===== src/rtl/hrhp_pkg.sv =====
`timescale 1ns / 1ps
// ----------------------------------------------------------------------------
// hrhp_pkg
// shared constants, types and the hex digit decode for the record parser
// ----------------------------------------------------------------------------
package hrhp_pkg;

  localparam int unsigned CHAR_W   = 8;
  localparam int unsigned ADDR_W   = 32;
  localparam int unsigned DATA_W   = 16;
  localparam int unsigned POS_W    = 10;
  localparam int unsigned COUNT_W  = 8;
  localparam int unsigned OFFSET_W = 16;
  localparam int unsigned ACC_W    = 12;
  localparam int unsigned INDEX_W  = 7;

  localparam logic [ADDR_W-1:0] FLASH_BASE_RESET = 32'h0800_0000;
  localparam logic [POS_W-1:0]  POS_MAX          = 10'd1023;
  localparam logic [POS_W-1:0]  POS_COUNT_END    = 10'd2;
  localparam logic [POS_W-1:0]  POS_OFFSET_END   = 10'd6;
  localparam logic [POS_W-1:0]  POS_ADDR_PAD     = 10'd7;
  localparam logic [POS_W-1:0]  POS_TYPE         = 10'd8;
  localparam logic [POS_W-1:0]  DATA_START       = 10'd9;

  localparam logic [CHAR_W-1:0] CHAR_COLON     = 8'h3A;  // ':'
  localparam logic [CHAR_W-1:0] CHAR_SKIP_TYPE = 8'h34;  // '4'
  localparam logic [CHAR_W-1:0] CHAR_ZERO      = 8'h30;  // '0'
  localparam logic [CHAR_W-1:0] CHAR_NINE      = 8'h39;  // '9'
  localparam logic [CHAR_W-1:0] CHAR_UPPER_A   = 8'h41;  // 'A'
  localparam logic [CHAR_W-1:0] CHAR_UPPER_F   = 8'h46;  // 'F'
  localparam logic [CHAR_W-1:0] ALPHA_BIAS     = 8'd55;

  // one decoded halfword write, valid when emit is set
  typedef struct packed {
    logic              emit;
    logic [ADDR_W-1:0] write_address;
    logic [DATA_W-1:0] write_data;
    logic              last_of_record;
  } result_t;

  // 0-9 and A-F decode, anything else reads as zero
  function automatic logic [3:0] hex_digit(input logic [CHAR_W-1:0] c);
    logic [CHAR_W-1:0] diff;
    begin
      diff = '0;
      if (c >= CHAR_ZERO && c <= CHAR_NINE) begin
        diff = c - CHAR_ZERO;
      end else if (c >= CHAR_UPPER_A && c <= CHAR_UPPER_F) begin
        diff = c - ALPHA_BIAS;
      end
      hex_digit = diff[3:0];
    end
  endfunction

endpackage


===== src/rtl/hrhp_char_if.sv =====
`timescale 1ns / 1ps
// ----------------------------------------------------------------------------
// hrhp_char_if
// character stream channel, one ascii character per word
// ----------------------------------------------------------------------------
interface hrhp_char_if;
  logic                         valid;
  logic                         ready;
  logic [hrhp_pkg::CHAR_W-1:0]  ascii_char;

  modport source (output valid, output ascii_char, input ready);
  modport sink   (input valid, input ascii_char, output ready);
endinterface


===== src/rtl/hrhp_write_if.sv =====
`timescale 1ns / 1ps
// ----------------------------------------------------------------------------
// hrhp_write_if
// halfword write channel, one address/data pair per word
// ----------------------------------------------------------------------------
interface hrhp_write_if;
  logic                         valid;
  logic                         ready;
  logic [hrhp_pkg::ADDR_W-1:0]  write_address;
  logic [hrhp_pkg::DATA_W-1:0]  write_data;
  logic                         last_of_record;

  modport source (output valid, output write_address, output write_data,
                  output last_of_record, input ready);
  modport sink   (input valid, input write_address, input write_data,
                  input last_of_record, output ready);
endinterface


===== src/rtl/hex_record_halfword_parser.sv =====
`timescale 1ns / 1ps
// ----------------------------------------------------------------------------
// hex_record_halfword_parser
// streaming hex record decoder, characters in, halfword flash writes out
// ----------------------------------------------------------------------------
// chars: one ascii character per word, valid/ready. a ':' opens a record;
//   count, offset and type digits follow, then data digits, four per
//   halfword. records of type '4' are dropped whole.
// writes: one halfword per word with its flash address (flash_base | offset
//   plus twice the halfword index) and a last-of-record flag.
// cfg_we/cfg_wdata: writes flash_base; change it only while idle.
// output: a halfword appears on writes the cycle after its fourth data
//   character is taken. throughput is one character per cycle unless
//   writes stall; the decode step is a single pass through the record
//   state registers; the 32-bit address add precedes the output register.
// stall: the output register holds a word until writes.ready; chars.ready
//   stays high while the output register is empty or being drained, so a
//   character is only held back when a word is waiting and the receiver
//   stalls.
// reset: rst (synchronous) clears the record state and the output valid,
//   and loads flash_base with 0x0800_0000. nothing needs clearing after.
// ----------------------------------------------------------------------------
module hex_record_halfword_parser (
  input  logic                          clk,
  input  logic                          rst,
  hrhp_char_if.sink                     chars,
  hrhp_write_if.source                  writes,
  input  logic                          cfg_we,
  input  logic [hrhp_pkg::ADDR_W-1:0]   cfg_wdata
);

  logic [hrhp_pkg::ADDR_W-1:0] flash_base;
  hrhp_pkg::result_t           result;
  logic                        char_fire;
  logic                        out_valid, out_valid_next;
  logic [hrhp_pkg::ADDR_W-1:0] out_address;
  logic [hrhp_pkg::DATA_W-1:0] out_data;
  logic                        out_last;

  // base address register
  always_ff @(posedge clk) begin
    if (rst) begin
      flash_base <= hrhp_pkg::FLASH_BASE_RESET;
    end else if (cfg_we) begin
      flash_base <= cfg_wdata;
    end
  end

  // take a character unless a finished word is stuck in the output register
  assign chars.ready = !out_valid || writes.ready;
  assign char_fire   = chars.valid && chars.ready;

  hrhp_record_decoder u_decoder (
    .clk        (clk),
    .rst        (rst),
    .step       (char_fire),
    .ascii_char (chars.ascii_char),
    .flash_base (flash_base),
    .result     (result)
  );

  // output register: loads on an emitting character, clears when drained
  always_comb begin
    if (char_fire) begin
      out_valid_next = result.emit;
    end else begin
      out_valid_next = out_valid && !writes.ready;
    end
  end

  always_ff @(posedge clk) begin
    if (rst) begin
      out_valid <= 1'b0;
    end else begin
      out_valid <= out_valid_next;
    end
  end

  // payload needs no reset, only loaded with a fresh word
  always_ff @(posedge clk) begin
    if (char_fire && result.emit) begin
      out_address <= result.write_address;
      out_data    <= result.write_data;
      out_last    <= result.last_of_record;
    end
  end

  assign writes.valid          = out_valid;
  assign writes.write_address  = out_address;
  assign writes.write_data     = out_data;
  assign writes.last_of_record = out_last;

endmodule


===== src/rtl/hrhp_record_decoder.sv =====
`timescale 1ns / 1ps
// ----------------------------------------------------------------------------
// hrhp_record_decoder
// per-record state and the one-character decode step
// ----------------------------------------------------------------------------
module hrhp_record_decoder (
  input  logic                          clk,
  input  logic                          rst,
  input  logic                          step,
  input  logic [hrhp_pkg::CHAR_W-1:0]   ascii_char,
  input  logic [hrhp_pkg::ADDR_W-1:0]   flash_base,
  output hrhp_pkg::result_t             result
);

  logic [hrhp_pkg::POS_W-1:0]    char_position, char_position_next;
  logic                          in_record, in_record_next;
  logic [hrhp_pkg::COUNT_W-1:0]  byte_count, byte_count_next;
  logic [hrhp_pkg::OFFSET_W-1:0] record_offset, record_offset_next;
  logic [hrhp_pkg::ACC_W-1:0]    nibble_acc, nibble_acc_next;
  logic [hrhp_pkg::INDEX_W-1:0]  halfword_index, halfword_index_next;

  logic [3:0]                    digit;
  logic [hrhp_pkg::POS_W-1:0]    pos;
  logic [hrhp_pkg::POS_W-1:0]    data_pos;
  logic [hrhp_pkg::ADDR_W-1:0]   base_addr;
  logic [hrhp_pkg::INDEX_W:0]    index_plus;
  logic                          last;

  always_ff @(posedge clk) begin
    if (rst) begin
      char_position  <= '0;
      in_record      <= 1'b0;
      byte_count     <= '0;
      record_offset  <= '0;
      nibble_acc     <= '0;
      halfword_index <= '0;
    end else if (step) begin
      char_position  <= char_position_next;
      in_record      <= in_record_next;
      byte_count     <= byte_count_next;
      record_offset  <= record_offset_next;
      nibble_acc     <= nibble_acc_next;
      halfword_index <= halfword_index_next;
    end
  end

  always_comb begin
    digit      = hrhp_pkg::hex_digit(ascii_char);
    pos        = (char_position == hrhp_pkg::POS_MAX) ? char_position
                                                      : char_position + 1'b1;
    data_pos   = pos - hrhp_pkg::DATA_START;
    base_addr  = flash_base | {{(hrhp_pkg::ADDR_W-hrhp_pkg::OFFSET_W){1'b0}},
                               record_offset};
    index_plus = {1'b0, halfword_index} + 1'b1;
    last       = index_plus >= {1'b0, byte_count[hrhp_pkg::COUNT_W-1:1]};

    result.emit           = 1'b0;
    result.write_address  = base_addr
                          + {{(hrhp_pkg::ADDR_W-hrhp_pkg::INDEX_W-1){1'b0}},
                             halfword_index, 1'b0};
    // first record byte lands in the low byte
    result.write_data     = {nibble_acc[3:0], digit, nibble_acc[11:8],
                             nibble_acc[7:4]};
    result.last_of_record = last;

    char_position_next  = char_position;
    in_record_next      = in_record;
    byte_count_next     = byte_count;
    record_offset_next  = record_offset;
    nibble_acc_next     = nibble_acc;
    halfword_index_next = halfword_index;

    if (ascii_char == hrhp_pkg::CHAR_COLON) begin
      char_position_next  = '0;
      in_record_next      = 1'b1;
      byte_count_next     = '0;
      record_offset_next  = '0;
      nibble_acc_next     = '0;
      halfword_index_next = '0;
    end else if (in_record) begin
      char_position_next = pos;
      priority if (pos <= hrhp_pkg::POS_COUNT_END) begin
        byte_count_next = {byte_count[3:0], digit};
      end else if (pos <= hrhp_pkg::POS_OFFSET_END) begin
        record_offset_next = {record_offset[11:0], digit};
      end else if (pos == hrhp_pkg::POS_ADDR_PAD) begin
        char_position_next = pos;
      end else if (pos == hrhp_pkg::POS_TYPE) begin
        // skip type or a count under two bytes ends the record here
        if (ascii_char == hrhp_pkg::CHAR_SKIP_TYPE ||
            byte_count[hrhp_pkg::COUNT_W-1:1] == '0) begin
          in_record_next = 1'b0;
        end
      end else if (data_pos[1:0] != 2'd3) begin
        nibble_acc_next = {nibble_acc[7:0], digit};
      end else begin
        result.emit         = 1'b1;
        nibble_acc_next     = '0;
        halfword_index_next = index_plus[hrhp_pkg::INDEX_W-1:0];
        if (last) begin
          in_record_next = 1'b0;
        end
      end
    end
  end

endmodule


===== src/flat_wrapper.sv =====
// flat-port wrapper written by rule: the top's interface ports become plain ports
module hex_record_halfword_parser_flat 
  (clk, rst, cfg_we, cfg_wdata, chars_valid, chars_ascii_char, chars_ready, writes_valid, writes_write_address, writes_write_data, writes_last_of_record, writes_ready);
  hrhp_char_if chars_i ();
  hrhp_write_if writes_i ();
  input  logic clk;
  input  logic rst;
  input  logic cfg_we;
  input  logic [hrhp_pkg::ADDR_W-1:0] cfg_wdata;
  input wire logic [$bits(chars_i.valid)-1:0] chars_valid;
  input wire logic [$bits(chars_i.ascii_char)-1:0] chars_ascii_char;
  output wire logic [$bits(chars_i.ready)-1:0] chars_ready;
  output wire logic [$bits(writes_i.valid)-1:0] writes_valid;
  output wire logic [$bits(writes_i.write_address)-1:0] writes_write_address;
  output wire logic [$bits(writes_i.write_data)-1:0] writes_write_data;
  output wire logic [$bits(writes_i.last_of_record)-1:0] writes_last_of_record;
  input wire logic [$bits(writes_i.ready)-1:0] writes_ready;
  assign chars_i.valid = chars_valid;
  assign chars_i.ascii_char = chars_ascii_char;
  assign chars_ready = chars_i.ready;
  assign writes_valid = writes_i.valid;
  assign writes_write_address = writes_i.write_address;
  assign writes_write_data = writes_i.write_data;
  assign writes_last_of_record = writes_i.last_of_record;
  assign writes_i.ready = writes_ready;
  hex_record_halfword_parser u_core (.clk(clk), .rst(rst), .chars(chars_i), .writes(writes_i), .cfg_we(cfg_we), .cfg_wdata(cfg_wdata));
endmodule

===== config.mk =====
export PLATFORM = sky130hd
export DESIGN_NAME = hex_record_halfword_parser_flat
export DESIGN_NICKNAME = d
export VERILOG_FILES = /design/src/rtl/hrhp_pkg.sv /design/src/rtl/hrhp_char_if.sv /design/src/rtl/hrhp_write_if.sv /design/src/rtl/hex_record_halfword_parser.sv /design/src/rtl/hrhp_record_decoder.sv /design/src/flat_wrapper.sv
export SDC_FILE = /design/constraint.sdc
export NUM_CORES = 1
export LEC_CHECK = 0
export ABC_AREA = 1
export BUFFER_PORTS_ARGS = -buffer_cell sky130_fd_sc_hd__clkbuf_2
export CORE_ASPECT_RATIO = 0.6
export CORE_MARGIN = 2
export CORE_UTILIZATION = 45
export DETAILED_ROUTE_END_ITERATION = 6
export PLACE_DENSITY = 0.76
export SYNTH_ARGS = -nofsm -noshare
export SYNTH_HDL_FRONTEND = slang
export SYNTH_SLANG_ARGS = --single-unit

===== constraint.sdc =====
create_clock -name clk -period 6.02 [get_ports clk]
set_clock_uncertainty 0.2 [all_clocks]
set_input_delay 0.602 -clock clk [delete_from_list [all_inputs] [get_ports clk]]
set_output_delay 0.602 -clock clk [all_outputs]
set_load 0.01 [all_outputs]

Word level (Yosys, flattened, before mapping)
Index checks and enable logic that the tools add are counted.
{"block": "totals", "ff_bits": 136, "in_bits": 45, "output_inout_bits": 51, "elab_cells": 97}
{"block": "classes", "n_addsub": 6, "order_cmp": 7, "n_eq_ne": 11, "mux": 43, "bitwise": 1, "n_reduce_logical": 18}
{"op": "$mux W12", "count": 7}
{"op": "$mux W16", "count": 4}
{"op": "$mux W7", "count": 7}
{"op": "$add A32 B8 Y32", "count": 1}
{"op": "$or A32 B16 Y32", "count": 1}
{"op": "$mux W10", "count": 3}
{"op": "$mux W8", "count": 3}
{"op": "$mux W1", "count": 17}
{"op": "$eq A8 B6 Y1 const B", "count": 2}
{"op": "$ne A2 B2 Y1 const B", "count": 6}
{"op": "$add A10 B1 Y10 const B", "count": 1}
{"op": "$eq A10 B10 Y1 const B", "count": 1}
{"op": "$eq A10 B3 Y1 const B", "count": 1}
{"op": "$eq A10 B4 Y1 const B", "count": 1}
{"op": "$le A10 B2 Y1 const B", "count": 1}
{"op": "$le A10 B3 Y1 const B", "count": 1}
{"op": "$add A7 B1 Y8 const B", "count": 1}
{"op": "$ge A8 B6 Y1 const B", "count": 1}
{"op": "$ge A8 B7 Y1", "count": 1}
{"op": "$ge A8 B7 Y1 const B", "count": 1}
{"op": "$le A8 B6 Y1 const B", "count": 1}
{"op": "$le A8 B7 Y1 const B", "count": 1}
{"op": "$mux W4", "count": 2}
{"op": "$logic_not A7 Y1", "count": 1}
{"op": "other kinds (12)", "count": 20}

Logic depth before layout (Yosys ltp)
Gate-level depths: netlist (run 1).
{"block": "depth", "ltp_word": 12, "ltp_mapped": 17, "mapped_depth_nobuf": 15}

Modules after synthesis
From an unflattened synthesis (run 1), not the netlist that was laid out.
{"block": "hier_totals", "cells_unflattened": 874, "hier_area_um2": 7034.2}
{"mod": "hrhp_record_decoder", "instances": 1, "cells_each": 675, "area_per_inst_um2": 4383.0, "seq_area_each_um2": 1081.0}
{"mod": "hex_record_halfword_parser", "instances": 1, "cells_each": 199, "area_per_inst_um2": 2651.3, "seq_area_each_um2": 2132.0}

Least setup slack after synthesis (run 1)
OpenSTA, ideal clock, no wires.
{"block": "synth_timing", "path_kind": "input to register", "from": "input port chars_ascii_char[0]", "to": "register u_core.out_last, in the netlist u_core.writes.last_of_record (enable)", "setup_ps": 518, "t_arrival_ps": 5097, "required_time_ps": 5302, "path_slack_ps": 205, "stages": 8, "n_path_buf": 1, "cell_sequence": "inv_1 -> ha_1 -> nand3_1 -> nor2_2 -> inv_2 -> clkbuf_1 -> nand3_1 -> nor3_1"}
{"block": "synth_via", "elab_chain_len": 3}
{"item": "start, declared", "line_no": "flat_wrapper.sv:11", "text": "input wire logic [$bits(chars_i.ascii_char)-1:0] chars_ascii_char;"}
{"item": "$eq A8 B6 Y1", "line_no": "hrhp_record_decoder.sv:73", "text": "if (ascii_char == hrhp_pkg::CHAR_COLON) begin"}
{"item": "$mux W1", "line_no": "hrhp_record_decoder.sv:73"}
{"item": "$logic_and A1 B1 Y1", "line_no": "hex_record_halfword_parser.sv:81", "text": "if (char_fire && result.emit) begin"}
{"item": "end signal, assigned", "line_no": "hex_record_halfword_parser.sv:84", "text": "out_last <= result.last_of_record;"}
{"item": "end, declared", "line_no": "hex_record_halfword_parser.sv:38", "text": "logic out_last;"}
No other way between the ends.
A chain may end at the register's enable or synchronous reset.

Worst setup path after layout (run 1)
{"block": "layout_timing", "from": "register u_core.u_decoder.char_position[1] (netlist bit)", "to": "register u_core.out_address (netlist bit u_core.writes.write_address[15]) (enable)"}
{"block": "layout_via", "elab_chain_len": 12, "word_cells_on_any_way": 17, "cone_classes": "add/sub: 2; order compare: 2; eq/ne: 4; mux: 8; reduce/logical: 1"}
{"item": "start, declared", "line_no": "hrhp_record_decoder.sv:15", "text": "logic [hrhp_pkg::POS_W-1:0] char_position, char_position_next;"}
{"item": "start signal, assigned", "line_no": "hrhp_record_decoder.sv:38", "text": "char_position <= char_position_next;"}
{"item": "$add A10 B1 Y10 or $eq A10 B10 Y1 (tied branches)", "line_no": "hrhp_record_decoder.sv:50, hrhp_record_decoder.sv:49"}
{"item": "$mux W10 (*)", "line_no": "hrhp_record_decoder.sv:49", "text": "pos = (char_position == hrhp_pkg::POS_MAX) ? char_position"}
{"item": "$sub A2 B1 Y2", "line_no": "hrhp_record_decoder.sv:51", "text": "data_pos = pos - hrhp_pkg::DATA_START;"}
{"item": "$ne A2 B2 Y1", "line_no": "hrhp_record_decoder.sv:94", "text": "end else if (data_pos[1:0] != 2'd3) begin"}
{"item": "$mux W1", "line_no": "hrhp_record_decoder.sv:94"}
{"item": "$mux W1", "line_no": "hrhp_record_decoder.sv:88", "text": "end else if (pos == hrhp_pkg::POS_TYPE) begin"}
{"item": "$mux W1", "line_no": "hrhp_record_decoder.sv:86", "text": "end else if (pos == hrhp_pkg::POS_ADDR_PAD) begin"}
{"item": "$mux W1", "line_no": "hrhp_record_decoder.sv:84", "text": "end else if (pos <= hrhp_pkg::POS_OFFSET_END) begin"}
{"item": "$mux W1 (*)", "line_no": "hrhp_record_decoder.sv:82", "text": "priority if (pos <= hrhp_pkg::POS_COUNT_END) begin"}
{"item": "$mux W1 (*)", "line_no": "hrhp_record_decoder.sv:80", "text": "end else if (in_record) begin"}
{"item": "$mux W1 (*)", "line_no": "hrhp_record_decoder.sv:73"}
{"item": "$logic_and A1 B1 Y1 (*)", "line_no": "hex_record_halfword_parser.sv:81"}
{"item": "end signal, assigned", "line_no": "hex_record_halfword_parser.sv:82", "text": "out_address <= result.write_address;"}
{"item": "end, declared", "line_no": "hex_record_halfword_parser.sv:36", "text": "logic [hrhp_pkg::ADDR_W-1:0] out_address;"}
Mark *: on every way between the ends. The rest lies on a longest branch, timed or not.

==> out/metrics.csv, run 1 <==
stage,metric,value,unit
floorplanning,height of the die,99.6,µm
cells_and_area,area growth from synthesis to layout,18.1,%
setup_path,cell depth of the worst setup path,10,
logic_synthesis,synth unique cells,42,
routing,Via Count,6018,
clock_network,buffer levels on the longest clock path,2,
clock_network,clock latency at the later pin of the worst-skew pair,420,ps
setup_path,required time of the critical path,5880,ps
routing,post-detailed-route DRC marker count,0,
setup_path,WS Path Type,reg2reg,
floorplanning,Starting Density,46.7,%
sta,Period minus WS final,3340,ps
power_and_ir_drop,portion of total power attributed to the clock network,49.2,%
routing,post-route antenna net violation count,0,
sta,count of final setup violators,0,
floorplanning,Die X-Extent,163,µm
placement,final estimated routing congestion in global placement,0.964,
global_routing,number of global-route vias before repair,5341,
clock_network,number of buffers inserted for hold repair after clock tree synthesis,0,
logic_synthesis,number of synthesized flops with an enable pin,49,
sta,worst slew margin relative to its limit,49.9,%
routing,drt via density,5.08,
clock_network,cell at the root of the clock tree,sky130_fd_sc_hd__clkbuf_16,
sta,final count of pins violating max slew,0,
power_and_ir_drop,Power Internal,1.64,mW
cells_and_area,"leading cell types in the layout, fill and taps excluded","164 x sky130_fd_sc_hd__nor2_1, 154 x sky130_fd_sc_hd__nand2_1, 112 x sky130_fd_sc_hd__inv_1",
hold_path,Hold Path Cell Cnt,3,
sta,final cycle utilization of the critical path,55.4,%
global_routing,antenna violations before repair,0,
sta,unrepaired setup endpoints after global routing,no,
clock_network,Num Clock Sinks,136,
global_routing,Congestion Overflow GR,0,
placement,area post-placement,7500,µm²
clock_network,TritonCTS buffer count,17,
status,run status,"complete, no violations",
sta,final number of hold-violating endpoints,0,
logic_synthesis,Post-Synthesis Mean Instance Area,7.78,µm²
routing,Detailed Route Iter0 Violations,591,
cells_and_area,most frequent standard cell in the layout excluding fill and tap cells,sky130_fd_sc_hd__nor2_1,
flow_run,number of maximum-capacitance constraint violations,0,
setup_path,delay contributed by the slowest stage of the critical path,480,ps
hold_path,class of the most critical hold timing path,in2reg,
power_and_ir_drop,logic gate share of total power,4.9,%
logic_synthesis,post-synth design cell area,6850,µm²
power_and_ir_drop,Leakage Power,3.54,nW
setup_path,Critical Path AT,3190,ps
logic_synthesis,Post-Synthesis Net Count,948,
sta,worst hold slack across all endpoints,198,ps
power_and_ir_drop,power density over cell area,263,nW/µm²
floorplanning,total core area,14700,µm²
setup_path,"critical path fanouts, max",37,
placement,count of buffers inserted at the top-level ports,95,
global_routing,Total Routing Usage GR,22.2,%
setup_path,CP endpoint kind,flop,
floorplanning,area of the die,16300,µm²
cells_and_area,NumNets Final,1042,
logic_synthesis,dominant register cell in the synthesized netlist,sky130_fd_sc_hd__dfxtp_1,
clock_network,number of H-tree branching levels,4,
logic_synthesis,instance count of the mapped netlist,880,
routing,total routed wirelength,17.4,mm
placement,post-detail-place hpwl,12.6,mm
setup_path,most numerous cell on the critical path,sky130_fd_sc_hd__nand3_1,
routing,detailed-router iteration count before antenna repair,5,
sta,maximum operating frequency,0.300,GHz
logic_synthesis,"flops & latches, synth",136,
cells_and_area,# diodes,0,
global_routing,first-pass GRT wire length,27.9,mm
cells_and_area,Finished Cell Area,8090,µm²
cells_and_area,"count of placed standard cells in the final layout, fillers left out",1185,
clock_network,clock tree from TritonCTS,yes,
setup_path,buffers and inverters on the worst path,1,
logic_synthesis,total number of yosys warnings,0,
setup_path,launching element type of the critical path,flop,
power_and_ir_drop,largest voltage drop on the vdd net,0.000151,V
sta,sum of negative setup slack,0,ps
clock_network,post-cts resize count,0,
power_and_ir_drop,switching share of power,23.0,%
floorplanning,I/O Pins,96,
power_and_ir_drop,power spent charging and discharging nets,0.491,mW
logic_synthesis,post-synthesis async set-or-reset flop share,0,%
global_routing,pin count of the biggest net entering global routing,68,
sta,worst slew pin tran,751,ps
clock_network,postcts setup bufs,0,
clock_network,clock input transition at the sequential cells of the worst setup and hold paths,60,ps
routing,Avg WL per Cell,14.7,µm
power_and_ir_drop,proportion of power drawn by flip-flops and latches,45.9,%
logic_synthesis,proportion of synthesized chip area in sequential cells,46.9,%
cells_and_area,ratio of cells with drive above 1 in the final layout,17.6,%
setup_path,cell chain of the critical path,ha_1 -> nand2_2 -> nor2_4 -> nand3_2 -> nand4_1 -> nor2_1 -> nand3_1 -> nand3_1 -> nor3_2 -> buf_4,
setup_path,logic depth of the worst register-to-register path,10,
floorplanning,number of standard-cell rows in the floorplan,34,
placement,number of cells after detailed placement,1153,
setup_path,family with the most delay on the worst path,simple AND/OR/NAND/NOR gates,
setup_path,Slowest cell on crit path,sky130_fd_sc_hd__buf_4,
## cell type report
cell class	count	area (µm²)
clock buffers	19	453
multi-input cells	598	3070
well taps	198	248
clock inverters	13	141
repair buffers	100	513
flip-flops and latches	136	3210
inverters	121	454
fillers	1332	6590
## power by group through the flow
stage	logic, mW	registers (mW)	clock network (mW)
2_1_floorplan	0.0648	0.993	0
3_3_place_gp	0.0999	0.996	0
3_5_place_dp	0.102	0.996	0
4_1_cts	0.103	0.977	1.05
5_1_grt	0.117	0.978	1.10
6_report	0.105	0.978	1.05
## cell families after synthesis
logic type	count (synthesis)	share of synthesized area, %
AO/OA/AOI/OAI	109	8.57
flip-flops	136	46.9
buffers and inverters	146	8.37
adder cells (fa/ha/maj)	23	4.31
XOR/XNOR	35	4.47
AND/OR/NAND/NOR	431	27.4
## synth_stat cells (2+ instances only)
| master | instances | area (µm²) |
|---|---|---|
| sky130_fd_sc_hd__inv_2 | 7 | 26.3 |
| sky130_fd_sc_hd__o21ai_2 | 2 | 17.5 |
| sky130_fd_sc_hd__o22ai_1 | 2 | 12.5 |
| sky130_fd_sc_hd__o21ai_0 | 37 | 185 |
| sky130_fd_sc_hd__buf_2 | 2 | 10.0 |
| sky130_fd_sc_hd__dfxtp_1 | 87 | 1740 |
| sky130_fd_sc_hd__nand2_1 | 154 | 578 |
| sky130_fd_sc_hd__nor3_1 | 16 | 80.1 |
| sky130_fd_sc_hd__clkinv_1 | 2 | 7.51 |
| sky130_fd_sc_hd__a21oi_1 | 41 | 205 |
| sky130_fd_sc_hd__ha_1 | 22 | 275 |
| sky130_fd_sc_hd__o21ai_1 | 18 | 90.1 |
| sky130_fd_sc_hd__buf_4 | 4 | 30.0 |
| sky130_fd_sc_hd__clkbuf_1 | 17 | 63.8 |
| sky130_fd_sc_hd__a22oi_1 | 2 | 15.0 |
| sky130_fd_sc_hd__inv_1 | 112 | 420 |
| sky130_fd_sc_hd__or2_2 | 9 | 56.3 |
| sky130_fd_sc_hd__xor2_1 | 29 | 254 |
| sky130_fd_sc_hd__nor2_2 | 7 | 43.8 |
| sky130_fd_sc_hd__nand3_1 | 46 | 230 |
| sky130_fd_sc_hd__nand2_2 | 5 | 31.3 |
| sky130_fd_sc_hd__nand4_1 | 17 | 106 |
| sky130_fd_sc_hd__nor2_1 | 164 | 616 |
| sky130_fd_sc_hd__edfxtp_1 | 49 | 1470 |
| sky130_fd_sc_hd__o21bai_1 | 3 | 22.5 |
| sky130_fd_sc_hd__nand3_2 | 4 | 40.0 |
| sky130_fd_sc_hd__nor4_1 | 2 | 12.5 |
| sky130_fd_sc_hd__xnor2_1 | 6 | 52.6 |
## worst min-delay path: cells and delay by family
family | cells | cell delay (ps)
simple gates | 2 | 110
buf+inv | 1 | 70
## flip-flops by register name, indices dropped and copies added (netlist names)
register / cells
u_core.flash_base: 32
u_core.u_decoder.byte_count: 8
u_core.writes.write_data: 16
u_core.u_decoder.in_record: 1
u_core.writes.last_of_record: 1
u_core.writes.valid: 1
u_core.u_decoder.halfword_index: 7
u_core.writes.write_address: 32
u_core.u_decoder.char_position: 10
u_core.u_decoder.nibble_acc: 12
u_core.u_decoder.record_offset: 16
## path summary, 6_finish.rpt
path / start / end / slack [ps]
setup / recovery: u_core.u_decoder.char_position[1] / u_core.writes.write_address[15] / 2680
hold / removal: cfg_wdata[15] / u_core.flash_base[15] / 200
setup reg to reg: u_core.u_decoder.char_position[1] / u_core.writes.write_address[15] / 2680
hold reg to reg: u_core.u_decoder.nibble_acc[8] / u_core.writes.write_data[4] / 230
## per-layer routing
layer	track usage (%)	part of all wire, %	wire length [µm]
met5	0	0	0
met1	36.2	50	8720
met2	28.7	37	6470
met3	4.88	12	2010
met4	5.79	0.90	156
## per-stage QoR
stage	util, %	worst slack (ps)	total power [mW]
floorplan	-	205	1.06
global placement	51.1	2770	1.10
detailed placement	51.1	2680	1.10
CTS	55.1	2650	2.13
global route	55.1	2350	2.19
finish	55.1	2680	2.13
Power figures use the tool's default switching activity.
==> inputs of run 2 (changes only) <==
ABC_AREA = 0   (was 1)
PLACE_DENSITY = 0.73   (was 0.76)
clock period = 3.3 ns   (was 6.02 ns; I/O delays follow)
==> run 2 against run 1 <==
Compared with the run above:
- combinational power up 80%
- clock-buffer cell count up 2
- fmax increased by 9.1%
- first-iteration DRC count decreased by 15%
- wire length fell by 2.8%
- sequential cell count did not move
- worst setup slack worse by 2400 ps
- die area fell by 5.3%
- global-route usage grew 0.52 points
- synthesized cell count shrank 28%
- core utilization rose by 3.0 points
- sequential share of layout area up 0.22 points
==> out/metrics.csv, run 2 <==
stage,metric,value,unit
global_routing,first-pass GRT wire length,28.0,mm
sta,worst slew pin tran,1150,ps
logic_synthesis,post-synth design cell area,6470,µm²
global_routing,number of global-route vias before repair,5424,
cells_and_area,area growth from synthesis to layout,24.3,%
sta,worst hold slack across all endpoints,18.6,ps
setup_path,worst reg2reg startpoint,u_core.u_decoder.char_position[0],
floorplanning,number of standard-cell rows in the floorplan,33,
floorplanning,total core area,13800,µm²
hold_path,Hold Path Cell Cnt,3,
logic_synthesis,post-synthesis async set-or-reset flop share,0,%
clock_network,clock latency at the later pin of the worst-skew pair,410,ps
sta,worst slew margin relative to its limit,23.4,%
logic_synthesis,Synth top area share,26.9,%
sta,sum of negative setup slack,0,ps
logic_synthesis,Post-Synthesis Mean Instance Area,10.2,µm²
setup_path,Slowest cell on crit path,sky130_fd_sc_hd__or3_1,
sta,final count of pins violating max slew,0,
power_and_ir_drop,largest voltage drop on the vdd net,0.000323,V
logic_synthesis,most numerous cell in the Yosys netlist,sky130_fd_sc_hd__dfxtp_1,
clock_network,number of H-tree branching levels,4,
routing,post-detailed-route DRC marker count,0,
sta,Period minus WS final,3060,ps
status,run status,"complete, no violations",
floorplanning,height of the die,96.9,µm
routing,Via Count,5402,
logic_synthesis,Post-Synthesis Net Count,701,
setup_path,r2r endpoint,u_core.u_decoder.halfword_index[3],
logic_synthesis,dominant register cell in the synthesized netlist,sky130_fd_sc_hd__dfxtp_1,
floorplanning,Starting Density,46.8,%
setup_path,logic depth of the worst register-to-register path,8,
logic_synthesis,most instantiated cells after synthesis,"87 x sky130_fd_sc_hd__dfxtp_1, 75 x sky130_fd_sc_hd__nor2_1, 49 x sky130_fd_sc_hd__edfxtp_1, 41 x sky130_fd_sc_hd__a21oi_1, 40 x sky130_fd_sc_hd__nand2_1",
hold_path,Min-Delay Startpoint,cfg_wdata[21],
clock_network,buffer levels on the longest clock path,2,
cells_and_area,# diodes,0,
cells_and_area,"leading cell types in the layout, fill and taps excluded","95 x sky130_fd_sc_hd__clkbuf_2, 87 x sky130_fd_sc_hd__dfxtp_1, 74 x sky130_fd_sc_hd__nor2_1",
clock_network,Num Clock Sinks,136,
cells_and_area,most frequent standard cell in the layout excluding fill and tap cells,sky130_fd_sc_hd__clkbuf_2,
floorplanning,I/O Pins,96,
power_and_ir_drop,"sum of internal, switching and leakage power",3.98,mW
setup_path,internal reg-to-reg setup slack,240,ps
setup_path,cell chain of the critical path,ha_2 -> nand2_1 -> or3_1 -> o21ai_2 -> a21oi_1 -> a31o_1 -> a211o_1 -> a32o_1,
cells_and_area,ratio of cells with drive above 1 in the final layout,23.7,%
sta,count of final setup violators,0,
routing,Detailed Route Iter0 Violations,500,
logic_synthesis,total number of yosys warnings,0,
logic_synthesis,proportion of synthesized chip area in sequential cells,49.6,%
clock_network,cell at the root of the clock tree,sky130_fd_sc_hd__clkbuf_16,
placement,post-detail-place hpwl,11.7,mm
setup_path,WS Path Type,reg2reg,
logic_synthesis,synth unique cells,73,
flow_run,number of maximum-capacitance constraint violations,0,
sta,unrepaired setup endpoints after global routing,no,
sta,final cycle utilization of the critical path,92.6,%
global_routing,Congestion Overflow GR,0,
floorplanning,area of the die,15400,µm²
power_and_ir_drop,power density over cell area,494,nW/µm²
cells_and_area,core occupancy in the finished layout,58.2,%
setup_path,launching element type of the critical path,flop,
sta,maximum operating frequency,0.327,GHz
routing,Avg WL per Cell,17.6,µm
power_and_ir_drop,Leakage Power,3.25,nW
setup_path,delay contributed by the slowest stage of the critical path,510,ps
floorplanning,Die X-Extent,159,µm
placement,number of cells after detailed placement,899,
clock_network,TritonCTS buffer count,17,
cells_and_area,"count of placed standard cells in the final layout, fillers left out",961,
global_routing,antenna violations before repair,0,
setup_path,CP endpoint kind,flop,
logic_synthesis,leading cell types by total area after synthesis,"sky130_fd_sc_hd__dfxtp_1 27%, sky130_fd_sc_hd__edfxtp_1 23%, sky130_fd_sc_hd__mux2i_1 5.3%",
routing,post-route antenna net violation count,0,
clock_network,clock input transition at the sequential cells of the worst setup and hold paths,60,ps
placement,final estimated routing congestion in global placement,0.919,
global_routing,Total Routing Usage GR,22.7,%
logic_synthesis,"flops & latches, synth",136,
hold_path,class of the most critical hold timing path,in2reg,
routing,total routed wirelength,16.9,mm
placement,count of buffers inserted at the top-level ports,95,
setup_path,"critical path fanouts, max",12,
logic_synthesis,instance count of the mapped netlist,633,
setup_path,required time of the critical path,3400,ps
hold_path,hold worst-path end,u_core.flash_base[21],
routing,detailed-router iteration count before antenna repair,5,
clock_network,clock tree from TritonCTS,yes,
logic_synthesis,number of synthesized flops with an enable pin,49,
setup_path,Critical Path AT,3150,ps
cells_and_area,NumNets Final,824,
setup_path,worst setup path startpoint,u_core.u_decoder.char_position[0],
routing,drt via density,5.62,
sta,final number of hold-violating endpoints,0,
global_routing,pin count of the biggest net entering global routing,61,
logic_synthesis,library cell with the largest summed area after synthesis,sky130_fd_sc_hd__dfxtp_1,
[run 2: cell count changes after synthesis, moves of 10 or more]
cell | before | now
sky130_fd_sc_hd__nand2_1 | 154 | 40
sky130_fd_sc_hd__inv_1 | 112 | 19
sky130_fd_sc_hd__nor2_1 | 164 | 75
sky130_fd_sc_hd__mux2i_1 | 0 | 34
sky130_fd_sc_hd__o21ai_0 | 37 | 15
sky130_fd_sc_hd__nand3_1 | 46 | 25
sky130_fd_sc_hd__a22o_1 | 0 | 17
sky130_fd_sc_hd__o21ai_1 | 18 | 1
sky130_fd_sc_hd__xnor2_1 | 6 | 16
[run 2: report_power, final]
part	switching [mW]	internal, mW
Clock	0.721	1.29
Sequential	0.0220	1.76
Combinational	0.0957	0.0936
Total	0.839	3.14
[run 2: worst max path at each step]
stage,cells after the start,end,slack [ps]
6_report,8,u_core.u_decoder.halfword_index[3],240
5_1_grt,9,u_core.u_decoder.halfword_index[2],60
4_1_cts,8,u_core.u_decoder.record_offset[4],190
3_5_place_dp,8,u_core.u_decoder.record_offset[15],210
3_3_place_gp,10,u_core.writes.write_address[27],270
2_1_floorplan,6,u_core.writes.last_of_record,340
[run 2: layer usage]
| metal | vias to the layer above | part of all wire, % | GRT usage [%] |
|---|---|---|---|
| li1 | 2548 | - | - |
| met1 | 2598 | 47 | 32.5 |
| met2 | 234 | 43 | 33.8 |
| met3 | 22 | 8.7 | 6.48 |
| met4 | 0 | 1.2 | 6.07 |
| met5 | - | 0 | 0 |
[run 2: area by class of cell]
class	instances	area [µm²]
Fill cell	1126	5780
Sequential cell	136	3210
Multi-Input combinational cell	446	3030
Timing Repair Buffer	136	871
Clock buffer	21	450
Tap cell	192	240
Clock inverter	11	173
Inverter	19	71.3
[run 2: through the flow]
stage,setup slack [ps],cell area [µm²]
global placement,272,7110
global route,55.3,8050
finish,243,8050
detailed placement,208,7110
floorplan,337,6480
CTS,186,8030
[run 2: critical path, delay by kind of cell, from the launching register on]
| family | cells | cell delay (ps) |
|---|---|---|
| fa+ha+maj | 1 | 370 |
| simple gates | 2 | 690 |
| flops | 1 | 490 |
| compound gates | 5 | 1190 |
[run 2: cells by family after synthesis]
group           count (synthesis)  synth area share [%]
compound gates                130                  14.2
mux                            34                  5.26
simple gates                  223                  17.5
flops                         136                  49.6
fa+ha+maj                      23                  4.56
buf+inv                        51                  4.00
xor+xnor                       36                  4.87
[run 2: repair_timing]
item,in CTS,in global routing
endpoints found under the setup margin,0,33
setup buffers,0,0
gates resized for setup,0,4
hold endpoints to repair,30,0
hold buffers,30,0
==> inputs of run 3 (changes only) <==
ABC_CLOCK_PERIOD_IN_PS = 3300   (was unset)
RECOVER_POWER = 100   (was unset)
==> run 3 against run 2 <==
Compared with the run above:
- the flow now finishes with violations (capacitance limit, slew limit)
- clock-buffer cell count unchanged
- first-iteration DRC count up 2.8%
- critical path type unchanged
- largest power group unchanged
- core utilization down 0.72 points
==> out/metrics.csv, run 3 (synthesis gave the netlist of run 2 again) <==
stage,metric,value,unit
setup_path,WS Path Type,reg2reg,
setup_path,required time of the critical path,3240,ps
power_and_ir_drop,logic gate share of total power,4.8,%
clock_network,postcts setup bufs,0,
cells_and_area,core occupancy in the finished layout,57.5,%
routing,Via Count,5402,
clock_network,number of H-tree branching levels,4,
setup_path,Slowest cell on crit path,sky130_fd_sc_hd__clkbuf_1,
clock_network,clock input transition at the sequential cells of the worst setup and hold paths,60,ps
power_and_ir_drop,power spent charging and discharging nets,0.839,mW
sta,sum of negative setup slack,0,ps
power_and_ir_drop,"sum of internal, switching and leakage power",3.98,mW
routing,drt via density,5.62,
floorplanning,height of the die,96.9,µm
cells_and_area,# diodes,0,
routing,detailed-router iteration count before antenna repair,5,
setup_path,delay contributed by the slowest stage of the critical path,430,ps
sta,worst slew margin relative to its limit,-61.5,%
hold_path,class of the most critical hold timing path,in2reg,
setup_path,Critical Path AT,3070,ps
floorplanning,I/O Pins,96,
global_routing,number of global-route vias before repair,5424,
clock_network,buffer levels on the longest clock path,2,
floorplanning,Die X-Extent,159,µm
routing,post-detailed-route DRC marker count,0,
clock_network,Num Clock Sinks,136,
routing,total routed wirelength,16.9,mm
sta,maximum operating frequency,0.320,GHz
hold_path,Hold Path Cell Cnt,3,
setup_path,CP endpoint kind,flop,
power_and_ir_drop,largest voltage drop on the vdd net,0.000326,V
clock_network,cell at the root of the clock tree,sky130_fd_sc_hd__clkbuf_16,
clock_network,TritonCTS buffer count,17,
cells_and_area,number of inserted filler cells in the final layout,1167,
power_and_ir_drop,proportion of power drawn by flip-flops and latches,44.7,%
floorplanning,Starting Density,46.8,%
floorplanning,area of the die,15400,µm²
sta,Period minus WS final,3130,ps
setup_path,most numerous cell on the critical path,sky130_fd_sc_hd__a21o_1,
status,run status,finished with violations,
sta,final number of hold-violating endpoints,0,
placement,count of buffers inserted at the top-level ports,95,
cells_and_area,most frequent standard cell in the layout excluding fill and tap cells,sky130_fd_sc_hd__dfxtp_1,
global_routing,pin count of the biggest net entering global routing,61,
power_and_ir_drop,switching share of power,21.1,%
routing,post-route antenna net violation count,0,
sta,count of final setup violators,0,
sta,final count of pins violating max slew,33,
global_routing,first-pass GRT wire length,28.0,mm
cells_and_area,storage element area,3210,µm²
floorplanning,total core area,13800,µm²
global_routing,Congestion Overflow GR,0,
setup_path,"critical path fanouts, max",8,
global_routing,antenna violations before repair,0,
flow_run,number of maximum-capacitance constraint violations,1,
cells_and_area,"leading cell types in the layout, fill and taps excluded","87 x sky130_fd_sc_hd__dfxtp_1, 75 x sky130_fd_sc_hd__nor2_1, 58 x sky130_fd_sc_hd__clkbuf_1",
power_and_ir_drop,power density over cell area,501,nW/µm²
sta,worst slew pin tran,2420,ps
clock_network,clock latency at the later pin of the worst-skew pair,410,ps
power_and_ir_drop,Power Internal,3.14,mW
setup_path,cell chain of the critical path,or2_2 -> ha_1 -> a21o_1 -> a21oi_1 -> nor2b_1 -> o21ai_0 -> a21o_1 -> clkbuf_1 -> nor4_1 -> xor2_1,
status,failing checks,"capacitance limit, slew limit",
sta,final cycle utilization of the critical path,94.8,%
floorplanning,number of standard-cell rows in the floorplan,33,
sta,unrepaired setup endpoints after global routing,no,
setup_path,launching element type of the critical path,flop,
cells_and_area,NumNets Final,824,
setup_path,logic depth of the worst register-to-register path,10,
routing,Avg WL per Cell,17.5,µm
power_and_ir_drop,Leakage Power,3.08,nW
placement,post-detail-place hpwl,11.7,mm
clock_network,clock tree from TritonCTS,yes,
cells_and_area,area occupied by multi-input gates,3010,µm²
routing,Detailed Route Iter0 Violations,514,
cells_and_area,area growth from synthesis to layout,22.8,%
global_routing,Total Routing Usage GR,22.7,%
cells_and_area,ratio of cells with drive above 1 in the final layout,15.9,%
power_and_ir_drop,portion of total power attributed to the clock network,50.5,%
placement,final estimated routing congestion in global placement,0.919,
-- run 3: final timing paths --
check                                    startpoint  slack [ps]                              end
hold / removal                        cfg_wdata[21]          20            u_core.flash_base[21]
hold reg to reg      u_core.u_decoder.nibble_acc[8]         240      u_core.writes.write_data[4]
setup / recovery  u_core.u_decoder.record_offset[2]         170  u_core.writes.write_address[20]
setup reg to reg  u_core.u_decoder.record_offset[2]         170  u_core.writes.write_address[20]
-- run 3: power by group through the flow --
stage / clock [mW] / sequential [mW] / combinational (mW)
3_5_place_dp: 0 / 1.81 / 0.157
6_report: 2.01 / 1.78 / 0.190
4_1_cts: 2.02 / 1.78 / 0.187
2_1_floorplan: 0 / 1.81 / 0.105
5_1_grt: 2.11 / 1.78 / 0.210
3_3_place_gp: 0 / 1.81 / 0.150
-- run 3: repair_timing --
item / CTS / global route
hold buffers: 30 / 0
gates resized for setup: 0 / 4
endpoints found under the setup margin: 0 / 33
endpoints found under the hold margin: 30 / 0
-- run 3: area by class of cell --
cell class,count,area share [%]
sequential,136,40.4
tap,192,3.02
clock inverter,11,2.17
clock buffer,21,5.67
timing repair buffer,136,10.0
multi-input combinational,446,37.8
inverter,19,0.897
-- run 3: stage by stage --
step | area, µm² | cells | hold WS [ps] | setup WS, ps
after floorplan | 6480 | 633 | 208 | 337
after global placement | 7110 | 899 | 217 | 272
after detailed placement | 7110 | 899 | 224 | 208
after CTS | 8030 | 961 | 21.1 | 186
after global routing | 7950 | 961 | 13.3 | 35.8
final | 7950 | 961 | 15.8 | 172
-- run 3: metal layers --
layer | vias to the layer above | routed length (µm) | track usage [%]
met5 | - | 0 | 0
met4 | 0 | 143 | 6.07
li1 | 2543 | - | -
met2 | 259 | 7330 | 33.8
met3 | 19 | 1570 | 6.48
met1 | 2581 | 7810 | 32.5
-- run 3: worst max-delay path: cells and delay by family, from the launching register on --
family                     cells  cell delay [ps]
DFF                            1              370
AOI/OAI and AO/OA              4              820
xor gates and xnor gates       1              180
adders and majority gates      1              290
and+or+nand+nor                3              590
buffers and inverters          1              430
